`src/sv/pwmc_pkg.sv`:
```
// ----------------------------------------------------------------------------
// PWM calculator package
// Shared widths, register indexes, reset values and sequencer states.
// ----------------------------------------------------------------------------
package pwmc_pkg;

    localparam int CLK_W     = 28;
    localparam int FREQ_W    = 24;
    localparam int DUTY_W    = 8;
    localparam int VAL_W     = 16;
    localparam int DIV_W     = 28;
    localparam int CFG_IDX_W = 2;

    localparam int COUNTER_BITS_DEFAULT = 16;

    localparam logic [CFG_IDX_W-1:0] REG_TIMER_CLOCK = 2'd0;
    localparam logic [CFG_IDX_W-1:0] REG_PWM_FREQ    = 2'd1;

    localparam logic [CLK_W-1:0]  TIMER_CLOCK_RESET = 28'd84000000;
    localparam logic [FREQ_W-1:0] PWM_FREQ_RESET    = 24'd20000;

    localparam logic [DUTY_W-1:0] PERCENT_FULL = 8'd100;
    localparam logic [DIV_W-1:0]  VAL_MAX      = 28'd65535;

    typedef enum logic [2:0] {
        ST_IDLE,
        ST_CHECK,
        ST_DIV_Q,
        ST_DIV_PSC,
        ST_DIV_PER,
        ST_MUL,
        ST_DIV_CMP,
        ST_OUT
    } state_t;

endpackage

```
`src/sv/pwmc_div.sv`:
```
// ----------------------------------------------------------------------------
// PWM calculator divider
// Restoring unsigned divider, one quotient bit per cycle.
// ----------------------------------------------------------------------------
module pwmc_div
(
    input  logic                        clk,
    input  logic                        rst_n,
    input  logic                        start,
    input  logic [pwmc_pkg::DIV_W-1:0]  dividend,
    input  logic [pwmc_pkg::DIV_W-1:0]  divisor,
    output logic                        done,
    output logic [pwmc_pkg::DIV_W-1:0]  quotient
);

    localparam int W     = pwmc_pkg::DIV_W;
    localparam int CNT_W = $clog2(W);
    localparam logic [CNT_W-1:0] LAST_STEP = CNT_W'(W - 1);

    logic             busy_reg;
    logic             done_reg;
    logic [CNT_W-1:0] cnt_reg;
    logic [W-1:0]     rem_reg;
    logic [W-1:0]     quo_reg;
    logic [W-1:0]     dvs_reg;

    logic [W:0]       shifted;
    logic [W:0]       reduced;
    logic             fits;

    always_comb
    begin
        shifted = {rem_reg, quo_reg[W-1]};
        reduced = shifted - {1'b0, dvs_reg};
        fits    = !reduced[W];
    end

    always_ff @(posedge clk or negedge rst_n)
    begin
        if (!rst_n)
        begin
            busy_reg <= 1'b0;
            done_reg <= 1'b0;
            cnt_reg  <= '0;
        end
        else
        begin
            done_reg <= busy_reg && (cnt_reg == LAST_STEP);
            if (start)
            begin
                busy_reg <= 1'b1;
                cnt_reg  <= '0;
            end
            else if (busy_reg)
            begin
                if (cnt_reg == LAST_STEP)
                begin
                    busy_reg <= 1'b0;
                end
                cnt_reg <= cnt_reg + 1'b1;
            end
        end
    end

    always_ff @(posedge clk)
    begin
        if (start)
        begin
            rem_reg <= '0;
            quo_reg <= dividend;
            dvs_reg <= divisor;
        end
        else if (busy_reg)
        begin
            rem_reg <= fits ? reduced[W-1:0] : shifted[W-1:0];
            quo_reg <= {quo_reg[W-2:0], fits};
        end
    end

    assign done     = done_reg;
    assign quotient = quo_reg;

endmodule

```
`src/sv/pwm_period_and_duty_calculator.sv`:
```
// ----------------------------------------------------------------------------
// PWM period and duty calculator
// Forms timer prescaler, period and compare values from clock, frequency
// and a duty percentage.
// ----------------------------------------------------------------------------
// Usage: software writes timer_clock_hz (index 0) and pwm_freq_hz (index 1)
// through the write port while the block is idle. Each input word on the
// in_valid/in_ready channel carries a duty percentage; one result word
// (prescaler, period, compare value, fault flag) leaves on the
// out_valid/out_ready channel for each input word.
// With the timing formed, a word takes one multiply and one divide by 100 on
// the shared 28-bit divider; the next word is taken only once its result
// has moved to the output register.
// The first word after reset or after a write to index 0 or 1 forms the
// timing again: a check state and three divider passes (clock over
// frequency, quotient over the period limit plus two, quotient over
// prescaler plus one) come before its multiply and divide.
// A fault found in the check state or the prescaler pass, or one already
// stored, goes straight to the output state. Only one word is worked on at a time.
// Reset restores the register defaults and marks the timing as not formed.
// A finished result waits in the output register while the receiver
// stalls; the block can take the next word meanwhile but holds its next
// result until the output register is free.
// ----------------------------------------------------------------------------
module pwm_period_and_duty_calculator
#(
    parameter int COUNTER_BITS = pwmc_pkg::COUNTER_BITS_DEFAULT
)
(
    input  logic                            clk,
    input  logic                            rst_n,
    input  logic                            cfg_write_en,
    input  logic [pwmc_pkg::CFG_IDX_W-1:0]  cfg_index,
    input  logic [pwmc_pkg::CLK_W-1:0]      cfg_data,
    input  logic                            in_valid,
    output logic                            in_ready,
    input  logic [pwmc_pkg::DUTY_W-1:0]     duty_pct,
    output logic                            out_valid,
    input  logic                            out_ready,
    output logic [pwmc_pkg::VAL_W-1:0]      prescaler_value,
    output logic [pwmc_pkg::VAL_W-1:0]      period_value,
    output logic [pwmc_pkg::VAL_W-1:0]      compare_value,
    output logic                            config_fault
);

    localparam int W       = pwmc_pkg::DIV_W;
    localparam int VW      = pwmc_pkg::VAL_W;
    localparam int LIM_INT = (COUNTER_BITS >= 16) ? 65535 : ((1 << COUNTER_BITS) - 1);
    localparam logic [W-1:0] LIM    = W'(LIM_INT);
    localparam logic [W-1:0] LIM_P2 = W'(LIM_INT + 2);

    pwmc_pkg::state_t state_reg, state_next;

    logic [pwmc_pkg::CLK_W-1:0]  clock_reg;
    logic [pwmc_pkg::FREQ_W-1:0] freq_reg;
    logic                        timing_valid_reg, timing_valid_next;
    logic [VW-1:0]               psc_reg, psc_next;
    logic [VW-1:0]               per_reg, per_next;
    logic                        fault_reg, fault_next;
    logic [6:0]                  duty_reg, duty_next;
    logic [W-1:0]                q_reg, q_next;
    logic [VW-1:0]               cmp_reg, cmp_next;
    logic                        out_valid_reg, out_valid_next;
    logic [VW-1:0]               out_psc_reg, out_psc_next;
    logic [VW-1:0]               out_per_reg, out_per_next;
    logic [VW-1:0]               out_cmp_reg, out_cmp_next;
    logic                        out_fault_reg, out_fault_next;

    logic                        div_start;
    logic [W-1:0]                div_dividend;
    logic [W-1:0]                div_divisor;
    logic                        div_done;
    logic [W-1:0]                div_quotient;

    logic                        in_accept;
    logic                        cfg_hit;
    logic [W-1:0]                per_wide;
    logic [23:0]                 product;

    pwmc_div u_div
    (
        .clk      (clk),
        .rst_n    (rst_n),
        .start    (div_start),
        .dividend (div_dividend),
        .divisor  (div_divisor),
        .done     (div_done),
        .quotient (div_quotient)
    );

    assign in_ready  = (state_reg == pwmc_pkg::ST_IDLE);
    assign in_accept = in_valid && in_ready;
    assign cfg_hit   = cfg_write_en && ((cfg_index == pwmc_pkg::REG_TIMER_CLOCK)
                                     || (cfg_index == pwmc_pkg::REG_PWM_FREQ));

    always_comb
    begin
        state_next        = state_reg;
        timing_valid_next = timing_valid_reg;
        psc_next          = psc_reg;
        per_next          = per_reg;
        fault_next        = fault_reg;
        duty_next         = duty_reg;
        q_next            = q_reg;
        cmp_next          = cmp_reg;
        out_valid_next    = out_valid_reg && !out_ready;
        out_psc_next      = out_psc_reg;
        out_per_next      = out_per_reg;
        out_cmp_next      = out_cmp_reg;
        out_fault_next    = out_fault_reg;
        div_start         = 1'b0;
        div_dividend      = '0;
        div_divisor       = '0;
        per_wide          = div_quotient - 1'b1;
        product           = {7'd0, ({1'b0, per_reg} + 17'd1)} * {17'd0, duty_reg};

        unique case (state_reg)
            pwmc_pkg::ST_IDLE:
            begin
                if (in_accept)
                begin
                    duty_next = (duty_pct > pwmc_pkg::PERCENT_FULL)
                              ? pwmc_pkg::PERCENT_FULL[6:0] : duty_pct[6:0];
                    if (!timing_valid_reg)
                    begin
                        state_next = pwmc_pkg::ST_CHECK;
                    end
                    else if (fault_reg)
                    begin
                        cmp_next   = '0;
                        state_next = pwmc_pkg::ST_OUT;
                    end
                    else
                    begin
                        state_next = pwmc_pkg::ST_MUL;
                    end
                end
            end
            pwmc_pkg::ST_CHECK:
            begin
                timing_valid_next = 1'b1;
                if ((freq_reg == '0) || ({4'd0, freq_reg} > clock_reg))
                begin
                    psc_next   = '0;
                    per_next   = '0;
                    fault_next = 1'b1;
                    cmp_next   = '0;
                    state_next = pwmc_pkg::ST_OUT;
                end
                else
                begin
                    div_start    = 1'b1;
                    div_dividend = clock_reg;
                    div_divisor  = {4'd0, freq_reg};
                    state_next   = pwmc_pkg::ST_DIV_Q;
                end
            end
            pwmc_pkg::ST_DIV_Q:
            begin
                if (div_done)
                begin
                    q_next       = div_quotient;
                    div_start    = 1'b1;
                    div_dividend = div_quotient;
                    div_divisor  = LIM_P2;
                    state_next   = pwmc_pkg::ST_DIV_PSC;
                end
            end
            pwmc_pkg::ST_DIV_PSC:
            begin
                if (div_done)
                begin
                    if (div_quotient > pwmc_pkg::VAL_MAX)
                    begin
                        psc_next   = '0;
                        per_next   = '0;
                        fault_next = 1'b1;
                        cmp_next   = '0;
                        state_next = pwmc_pkg::ST_OUT;
                    end
                    else
                    begin
                        psc_next     = div_quotient[VW-1:0];
                        div_start    = 1'b1;
                        div_dividend = q_reg;
                        div_divisor  = div_quotient + 1'b1;
                        state_next   = pwmc_pkg::ST_DIV_PER;
                    end
                end
            end
            pwmc_pkg::ST_DIV_PER:
            begin
                if (div_done)
                begin
                    per_next   = (per_wide > LIM) ? LIM[VW-1:0] : per_wide[VW-1:0];
                    fault_next = 1'b0;
                    state_next = pwmc_pkg::ST_MUL;
                end
            end
            pwmc_pkg::ST_MUL:
            begin
                div_start    = 1'b1;
                div_dividend = {4'd0, product};
                div_divisor  = W'(pwmc_pkg::PERCENT_FULL);
                state_next   = pwmc_pkg::ST_DIV_CMP;
            end
            pwmc_pkg::ST_DIV_CMP:
            begin
                if (div_done)
                begin
                    cmp_next   = (div_quotient > {12'd0, per_reg})
                               ? per_reg : div_quotient[VW-1:0];
                    state_next = pwmc_pkg::ST_OUT;
                end
            end
            pwmc_pkg::ST_OUT:
            begin
                if (!out_valid_reg || out_ready)
                begin
                    out_valid_next = 1'b1;
                    out_psc_next   = psc_reg;
                    out_per_next   = per_reg;
                    out_cmp_next   = cmp_reg;
                    out_fault_next = fault_reg;
                    state_next     = pwmc_pkg::ST_IDLE;
                end
            end
            default:
            begin
                state_next = pwmc_pkg::ST_IDLE;
            end
        endcase

        if (cfg_hit)
        begin
            timing_valid_next = 1'b0;
        end
    end

    always_ff @(posedge clk or negedge rst_n)
    begin
        if (!rst_n)
        begin
            state_reg        <= pwmc_pkg::ST_IDLE;
            clock_reg        <= pwmc_pkg::TIMER_CLOCK_RESET;
            freq_reg         <= pwmc_pkg::PWM_FREQ_RESET;
            timing_valid_reg <= 1'b0;
            psc_reg          <= '0;
            per_reg          <= '0;
            fault_reg        <= 1'b0;
            out_valid_reg    <= 1'b0;
        end
        else
        begin
            state_reg        <= state_next;
            timing_valid_reg <= timing_valid_next;
            psc_reg          <= psc_next;
            per_reg          <= per_next;
            fault_reg        <= fault_next;
            out_valid_reg    <= out_valid_next;
            if (cfg_write_en && (cfg_index == pwmc_pkg::REG_TIMER_CLOCK))
            begin
                clock_reg <= cfg_data;
            end
            if (cfg_write_en && (cfg_index == pwmc_pkg::REG_PWM_FREQ))
            begin
                freq_reg <= cfg_data[pwmc_pkg::FREQ_W-1:0];
            end
        end
    end

    always_ff @(posedge clk)
    begin
        duty_reg      <= duty_next;
        q_reg         <= q_next;
        cmp_reg       <= cmp_next;
        out_psc_reg   <= out_psc_next;
        out_per_reg   <= out_per_next;
        out_cmp_reg   <= out_cmp_next;
        out_fault_reg <= out_fault_next;
    end

    assign out_valid       = out_valid_reg;
    assign prescaler_value = out_psc_reg;
    assign period_value    = out_per_reg;
    assign compare_value   = out_cmp_reg;
    assign config_fault    = out_fault_reg;

endmodule

```
`config.mk`:
```
export PLATFORM = sky130hd
export DESIGN_NAME = pwm_period_and_duty_calculator
export DESIGN_NICKNAME = d
export VERILOG_FILES = /design/src/sv/pwmc_pkg.sv /design/src/sv/pwmc_div.sv /design/src/sv/pwm_period_and_duty_calculator.sv
export SDC_FILE = /design/constraint.sdc
export NUM_CORES = 1
export LEC_CHECK = 0
export ABC_AREA = 1
export BUFFER_PORTS_ARGS = -buffer_cell sky130_fd_sc_hd__buf_2
export CORE_MARGIN = 5
export CORE_UTILIZATION = 65
export CTS_CLUSTER_DIAMETER = 30
export DETAILED_ROUTE_END_ITERATION = 7
export PLACE_DENSITY = 0.83
export SLEW_MARGIN = 0
export SYNTH_ARGS = -nofsm -noshare
export SYNTH_HDL_FRONTEND = slang
export SYNTH_HIERARCHICAL = 1
export SYNTH_SLANG_ARGS = --single-unit
```
`constraint.sdc`:
```
create_clock -name clk -period 15.5 [get_ports clk]
set_input_delay 1.55 -clock clk [delete_from_list [all_inputs] [get_ports clk]]
set_output_delay 1.55 -clock clk [all_outputs]
set_load 0.01 [all_outputs]
```
==> metrics.txt, run 1 <==
Die ar.=34880 um2; clock latency on the worst-skew pair=0.60 ns; status=finished, final reports clean; final hold viol count=0; post-synthesis compound-gate area fraction=0.08323; P per Cell Area=93.42 nW/um2; Synth Cell Area=roughly 20000 um2; R2R Path End=u_div/quotient[22]; reg2reg start=per_reg[0]; non-filler cells, final=3130; Worst Reg-to-Reg Cells=31; Sum Neg Setup Slack=0 ns; Crit Path Class=reg2reg; Tot GR Track Use=0.3389; vias=18.13k; Rows=64; Max Root-Sink Buffers=3; unrepaired setup endpoints after global routing=false; count of different cell masters after synthesis=56; global-route wire length before repair=95210 um; Iteration-0 DRC Markers=between 2k and 2.5k; Seq cells post-synth=around 280; Yosys warnings=6; WL per Instance=18.97 um; Worst EP required=15.85 ns; period utilisation layout=0.4111; xor/xnor share of the synthesized area=0.01854; critical path startpoint category=register; max cap viols=0; CTS resizes=0; post-CTS setup buffers=0; syn avg cell area=7.835 um2; Syn Inst Count=about 2.6k; Fill cells=approximately 2.3k; final setup vio count=0; area leader, netlist=edfxtp_1; Placed Cells=around 3.0k; share of the yosys chip area belonging to registers=0.3786; Initial Utilization=0.6605; vias in the first global route=17.83k; grt total ovfl=0; Synth top area share=0.2307; CTS root buffer=clkbuf_16; hold path start=cmp_reg[0]; Hold EP=compare_value[0]; # IOs=94; crit path DAT=slightly below 7 ns; max frequency=between 0.15 and 0.2 GHz; worst path bufs/invs=4; cell family with most CP delay=adder cells; post-layout min period=6.371 ns; Hold WC Path Type=reg2reg; slowest library cell on the worst path=dfrtp_1; top cells by area, synth=edfxtp_1 (23%), nand2_1 (13%), dfrtp_1 (10%); Main synth FF type=edfxtp_1; R2R Setup Slk=between 9 and 10 ns; TritonRoute pass-1 iters=7; fin nets=between 2k and 3k; Die Span X=186.8 um; Async SR Flop Fraction=0.3452; simple-gate share of the synthesized area=0.2750; Post-Synth Adder-Cell Area=0.1448; Area Overhead vs Synth=12.84%; CP dominant cell by count=nand2_1; drt total wl=59360 um; initial antenna violation count=0; Detailed Place HPWL=approximately 43000 um; Die Height=about 190 um; H-tree depth=2; drt drc=0; Sink Count=281; Inserted Clock Buffers=56; measured slew at the worst slew-check pin=1.300 ns; input/output buffers=93; Placer Congestion=0.9827; Worst-path clk slew=0.06 ns; Lkg Pwr=11.34 nW; Worst Setup End Kind=register; skew final=0.01855 ns; Hold Path Depth=0; CTS tree=yes; layout cell share with drive strength beyond 1=0.1273; Post-synth EDFFs=156; vias per inst=between 5 and 6; worst vdd ir=approximately 160 uV; crit-path max cell delay=0.55 ns; core area=30750 um2; mux contribution to synthesized area=0.001109; pin count of the biggest net entering global routing=78; Slew Viols, Final=0; Detail Route Antenna Nets=0; Slew Limit Headroom=0.1325; CP max FO=11; CTS Hold Buffers Added=0; combinational family with the most area after synthesis=simple AND/OR/NAND/NOR gates
## logic make-up after synthesis
group | Yosys count
XOR/XNOR | 43
AND/OR/NAND/NOR | 1277
flip-flops | 281
multiplexers | 2
other | 1
adder cells (fa/ha/maj) | 190
AO/OA/AOI/OAI | 300
buffers and inverters | 498
## layer usage
metal | vias to the layer above | routed length [um] | track usage
met3 | 176 | 6108 | 0.07119
met5 | - | 0 | 0
li1 | 8493 | - | -
met2 | 1031 | 26710 | 0.5354
met4 | 0 | 2274 | 0.1280
met1 | 8429 | 24270 | 0.4657
## worst max path at each step
stage                               endpoint  depth (start not counted)       start  slack (ns)
after floorplan           u_div/quotient[22]                         31  per_reg[1]        9.97
final                     u_div/quotient[22]                         31  per_reg[0]        9.13
after detailed placement  u_div/quotient[22]                         30  per_reg[0]        9.22
after CTS                 u_div/quotient[22]                         30  per_reg[0]        9.18
after global placement    u_div/quotient[22]                         30  per_reg[0]        9.38
after global routing      u_div/quotient[22]                         30  per_reg[0]        8.72
## cell usage in the layout (no fill, tap or decap), types with 83 or more instances in the layout
| cell | netlist | layout |
|---|---|---|
| nor2_1 | 242 | 237 |
| inv_1 | 414 | 414 |
| buf_2 | 13 | 92 |
| nand3_1 | 136 | 136 |
| o21ai_0 | 131 | 131 |
| edfxtp_1 | 156 | 156 |
| dfrtp_1 | 83 | 83 |
| a21oi_1 | 96 | 96 |
| ha_1 | 115 | 115 |
| nand2_1 | 725 | 725 |
## stage by stage
step / util / total power [mW] / setup WS [ns] / hold slack (ns) / instance area, um2
final: 0.7453 / 2.141 / 9.129 / 0.4195 / 22920
after global routing: 0.7452 / 2.203 / 8.719 / 0.4230 / 22920
after CTS: 0.7452 / 2.147 / 9.183 / 0.4184 / 22920
after detailed placement: 0.6828 / 0.9391 / 9.217 / 0.4052 / 21000
after global placement: 0.6828 / 0.9323 / 9.377 / 0.4025 / 21000
after floorplan: - / 0.8994 / 9.972 / 0.4003 / 20320
## worst reg2reg max path, delay by kind of cell (launching register included)
kind                       cells  cell delay [ns]
adders and majority gates      6             2.67
and+or+nand+nor               18             2.12
AOI/OAI and AO/OA              3             0.57
DFF                            1             0.55
buffers and inverters          4             0.24
## cells in the mapped netlist (all sizes together) (21+ instances only)
library cell,n
ha,115
inv,424
a22oi,21
nand2,760
a21oi,99
o21ai,139
dfxtp,28
nor2,270
xor2,26
fa,75
buf,29
nand3,160
edfxtp,156
nand4,38
clkbuf,44
dfrtp,83
## report_power, final
group          internal (mW)  leakage, nW  total [mW]  switching (mW)
combinational         0.0364         7.74      0.0978          0.0613
sequential             0.810         2.69       0.832          0.0221
clock                  0.755        0.909        1.21           0.456
total                   1.60         11.3        2.14           0.539
## area by class of cell
type	instances	area, um2	area share
antenna	1	2.502	0.0001092
clock buffer	58	1419	0.06191
clock inverter	48	500.5	0.02184
inverter	425	1595	0.06961
multi-input combinational	1816	10660	0.4650
sequential	281	7690	0.3355
tap	396	495.5	0.02162
timing repair buffer	105	558.0	0.02435
Note: power is estimated with default switching activity, not from simulation.
==> run 2: changes to the inputs <==
--- a/config.mk
+++ b/config.mk
@@ -8,10 +8,10 @@
 export ABC_AREA = 1
 export BUFFER_PORTS_ARGS = -buffer_cell sky130_fd_sc_hd__buf_2
 export CORE_MARGIN = 5
-export CORE_UTILIZATION = 65
+export CORE_UTILIZATION = 57
 export CTS_CLUSTER_DIAMETER = 30
 export DETAILED_ROUTE_END_ITERATION = 7
-export PLACE_DENSITY = 0.83
+export PLACE_DENSITY = 0.77
 export SLEW_MARGIN = 0
 export SYNTH_ARGS = -nofsm -noshare
 export SYNTH_HDL_FRONTEND = slang
==> constraint.sdc (replaced) <==
create_clock -name clk -period 5.6 [get_ports clk]
set_input_delay 0.56 -clock clk [delete_from_list [all_inputs] [get_ports clk]]
set_output_delay 0.56 -clock clk [all_outputs]
set_load 0.01 [all_outputs]
==> run 2 against run 1 <==
Net effect:
- the run now ends with negative setup slack left
- clock power grew to 2.9 times the previous value
- register-to-register slack lost 9.2 ns
- global-route usage shrank 4.2 points
- setup slack lost 9.2 ns
- largest power group unchanged
==> metrics.txt, run 2 (synthesized netlist as in run 1, its figures left out) <==
vias=18.20k (was 18.13k); Lkg Pwr=11.96 nW (was 11.34 nW); Placer Congestion=0.9843 (was 0.9827); Die Span X=198.8 um (was 186.8 um); input/output buffers=93 (unchanged); initial antenna violation count=1 (was 0); failing checks=negative setup slack; pin count of the biggest net entering global routing=76 (was 78); Detail Route Antenna Nets=0 (unchanged); CTS root buffer=clkbuf_16 (unchanged); Comb power frac=0.043 (was 0.046); Initial Utilization=0.5738 (was 0.6605); setup ws final=-0.03489 ns (was 9.129 ns); Slew Limit Headroom=0.1971 (was 0.1325); status=complete, but fails checks (was finished, final reports clean); Worst Reg-to-Reg Cells=28 (was 31); clock latency on the worst-skew pair=0.61 ns (was 0.60 ns); post-layout min period=5.635 ns (was 6.371 ns); CTS tree=yes (unchanged); antenna cells=0 (was 1); NetSw=1.394 mW (was 539.2 uW); Slew Viols, Final=0 (unchanged); # IOs=94 (unchanged); R2R Setup Slk=-0.03 ns (was 9.13 ns); max cap viols=0 (unchanged); layout cell share with drive strength beyond 1=0.1892 (was 0.1273); Area Overhead vs Synth=20.71% (was 12.84%); Iteration-0 DRC Markers=1540 (was 2302); Worst EP required=5.95 ns (was 15.85 ns); drt drc=0 (unchanged); sw frac=0.2302 (was 0.2518); final hold viol count=0 (unchanged); FF+latch area=7690 um2 (unchanged); Sink Count=281 (unchanged); period utilisation layout=1.006 (was 0.4111); Clock Power Share=0.576 (was 0.566); slowest library cell on the worst path=fa_1 (was dfrtp_1); Critical Path Source=per_reg[0] (unchanged); Fill cells=2805 (was 2270); unrepaired setup endpoints after global routing=true (was false); Core Util, Final=0.6926 (was 0.7453); crit path DAT=5.99 ns (was 6.73 ns); CP max FO=7 (was 11); drt total wl=58230 um (was 59360 um); vias in the first global route=18.15k (was 17.83k); Rows=69 (was 64); vias per inst=5.535 (was 5.792); Max Root-Sink Buffers=3 (unchanged); global-route wire length before repair=94240 um (was 95210 um); Inserted Clock Buffers=56 (unchanged); max frequency=0.1775 GHz (was 0.1570 GHz); core area=35400 um2 (was 30750 um2); Post-Place Worst Slack=-0.2071 ns (was 9.217 ns); Worst-path clk slew=0.06 ns (about the same); Multi-input gate area=11360 um2 (was 10660 um2); Hold Slack=0.1833 ns (was 0.4195 ns); P per Cell Area=247.1 nW/um2 (was 93.42 nW/um2); Hold WC Path Type=in2reg (was reg2reg); Die Height=198.8 um (was 186.8 um); grt total ovfl=0 (unchanged); worst vdd ir=337.6 uV (was 159.3 uV); H-tree depth=2 (unchanged); internal power=4.662 mW (was 1.602 mW); Worst Setup EP=u_div/quotient[14] (was u_div/quotient[22]); Tot GR Track Use=0.2972 (was 0.3389); commonest non-fill, non-tap cell in the layout=nand2_1 (unchanged); reg2reg start=per_reg[0] (unchanged); CP dominant cell by count=buf_4 (was nand2_1); measured slew at the worst slew-check pin=1.198 ns (was 1.300 ns); crit-path max cell delay=0.55 ns (about the same); final setup vio count=1 (was 0); WL per Instance=17.71 um (was 18.97 um); Crit Path Class=reg2reg (unchanged); most frequent cells in the layout=nand2_1 (711), inv_1 (406), nor2_1 (216) (was nand2_1 (725), inv_1 (414), nor2_1 (237)); skew final=0.03703 ns (was 0.01855 ns); TritonRoute pass-1 iters=6 (was 7); critical path startpoint category=register (unchanged); Detailed Place HPWL=43370 um (was 43130 um); R2R Path End=u_div/quotient[14] (was u_div/quotient[22]); Flop pwr share=0.381 (was 0.389); Worst Setup End Kind=register (unchanged); Die ar.=39510 um2 (was 34880 um2); fin nets=3012 (was 2918)
[run 2: layout make-up]
type,count,area share
Multi-Input combinational cell,1816,0.4633
Sequential cell,281,0.3137
Inverter,425,0.06518
Clock buffer,74,0.06242
Timing Repair Buffer,199,0.05272
Tap cell,461,0.02353
Clock inverter,32,0.01914
[run 2: critical path, delay by kind of cell (launching register included)]
kind                     cells  cell delay [ns]
flip-flops                   1             0.42
XOR/XNOR                     1             0.17
adder cells (fa/ha/maj)      5             2.35
buffers and inverters       10             1.12
AO/OA/AOI/OAI                2             0.19
AND/OR/NAND/NOR             10             1.11
[run 2: metal layers]
layer	global-route usage	wire (um)
met3	0.05589	4821
met2	0.4767	27020
met4	0.1122	2218
met1	0.4048	24160
met5	0	13
[run 2: power by group through the flow]
stage	sequential, mW	combinational (mW)	clock (mW)
global placement	2.34	0.243	0
floorplan	2.32	0.173	0
global route	2.32	0.310	3.64
CTS	2.31	0.262	3.51
detailed placement	2.34	0.259	0
finish	2.31	0.260	3.49
[run 2: what timing repair did]
| action | CTS | global route |
|---|---|---|
| buffers inserted | 6 | 9 |
| hold buffers | 1 | 0 |
| pin swaps | 19 | 73 |
| endpoints found under the setup margin | 12 | 16 |
| gates resized for setup | 44 | 127 |
| hold endpoints to repair | 15 | 0 |
[run 2: through the flow]
step	TNS, ns	instances	area, um2	total power, mW
floorplan	0	2595	20320	2.489
global placement	-0.1471	3166	21660	2.583
detailed placement	-1.140	3166	21660	2.603
CTS	-0.07862	3279	23880	6.081
global route	-2.298	3288	24510	6.264
finish	-0.03489	3288	24510	6.056
[run 2: worst min-delay path by stage]
stage / start / endpoint / slack (ns) / cells past startpoint
global route: out_ready / out_valid / 0.19 / 2
detailed placement: cmp_reg[2] / compare_value[2] / 0.40 / 0
floorplan: rst_n / clock_reg[0] / 0.26 / 0
CTS: out_ready / out_valid / 0.17 / 2
finish: out_ready / out_valid / 0.18 / 2
global placement: cmp_reg[15] / compare_value[15] / 0.41 / 0
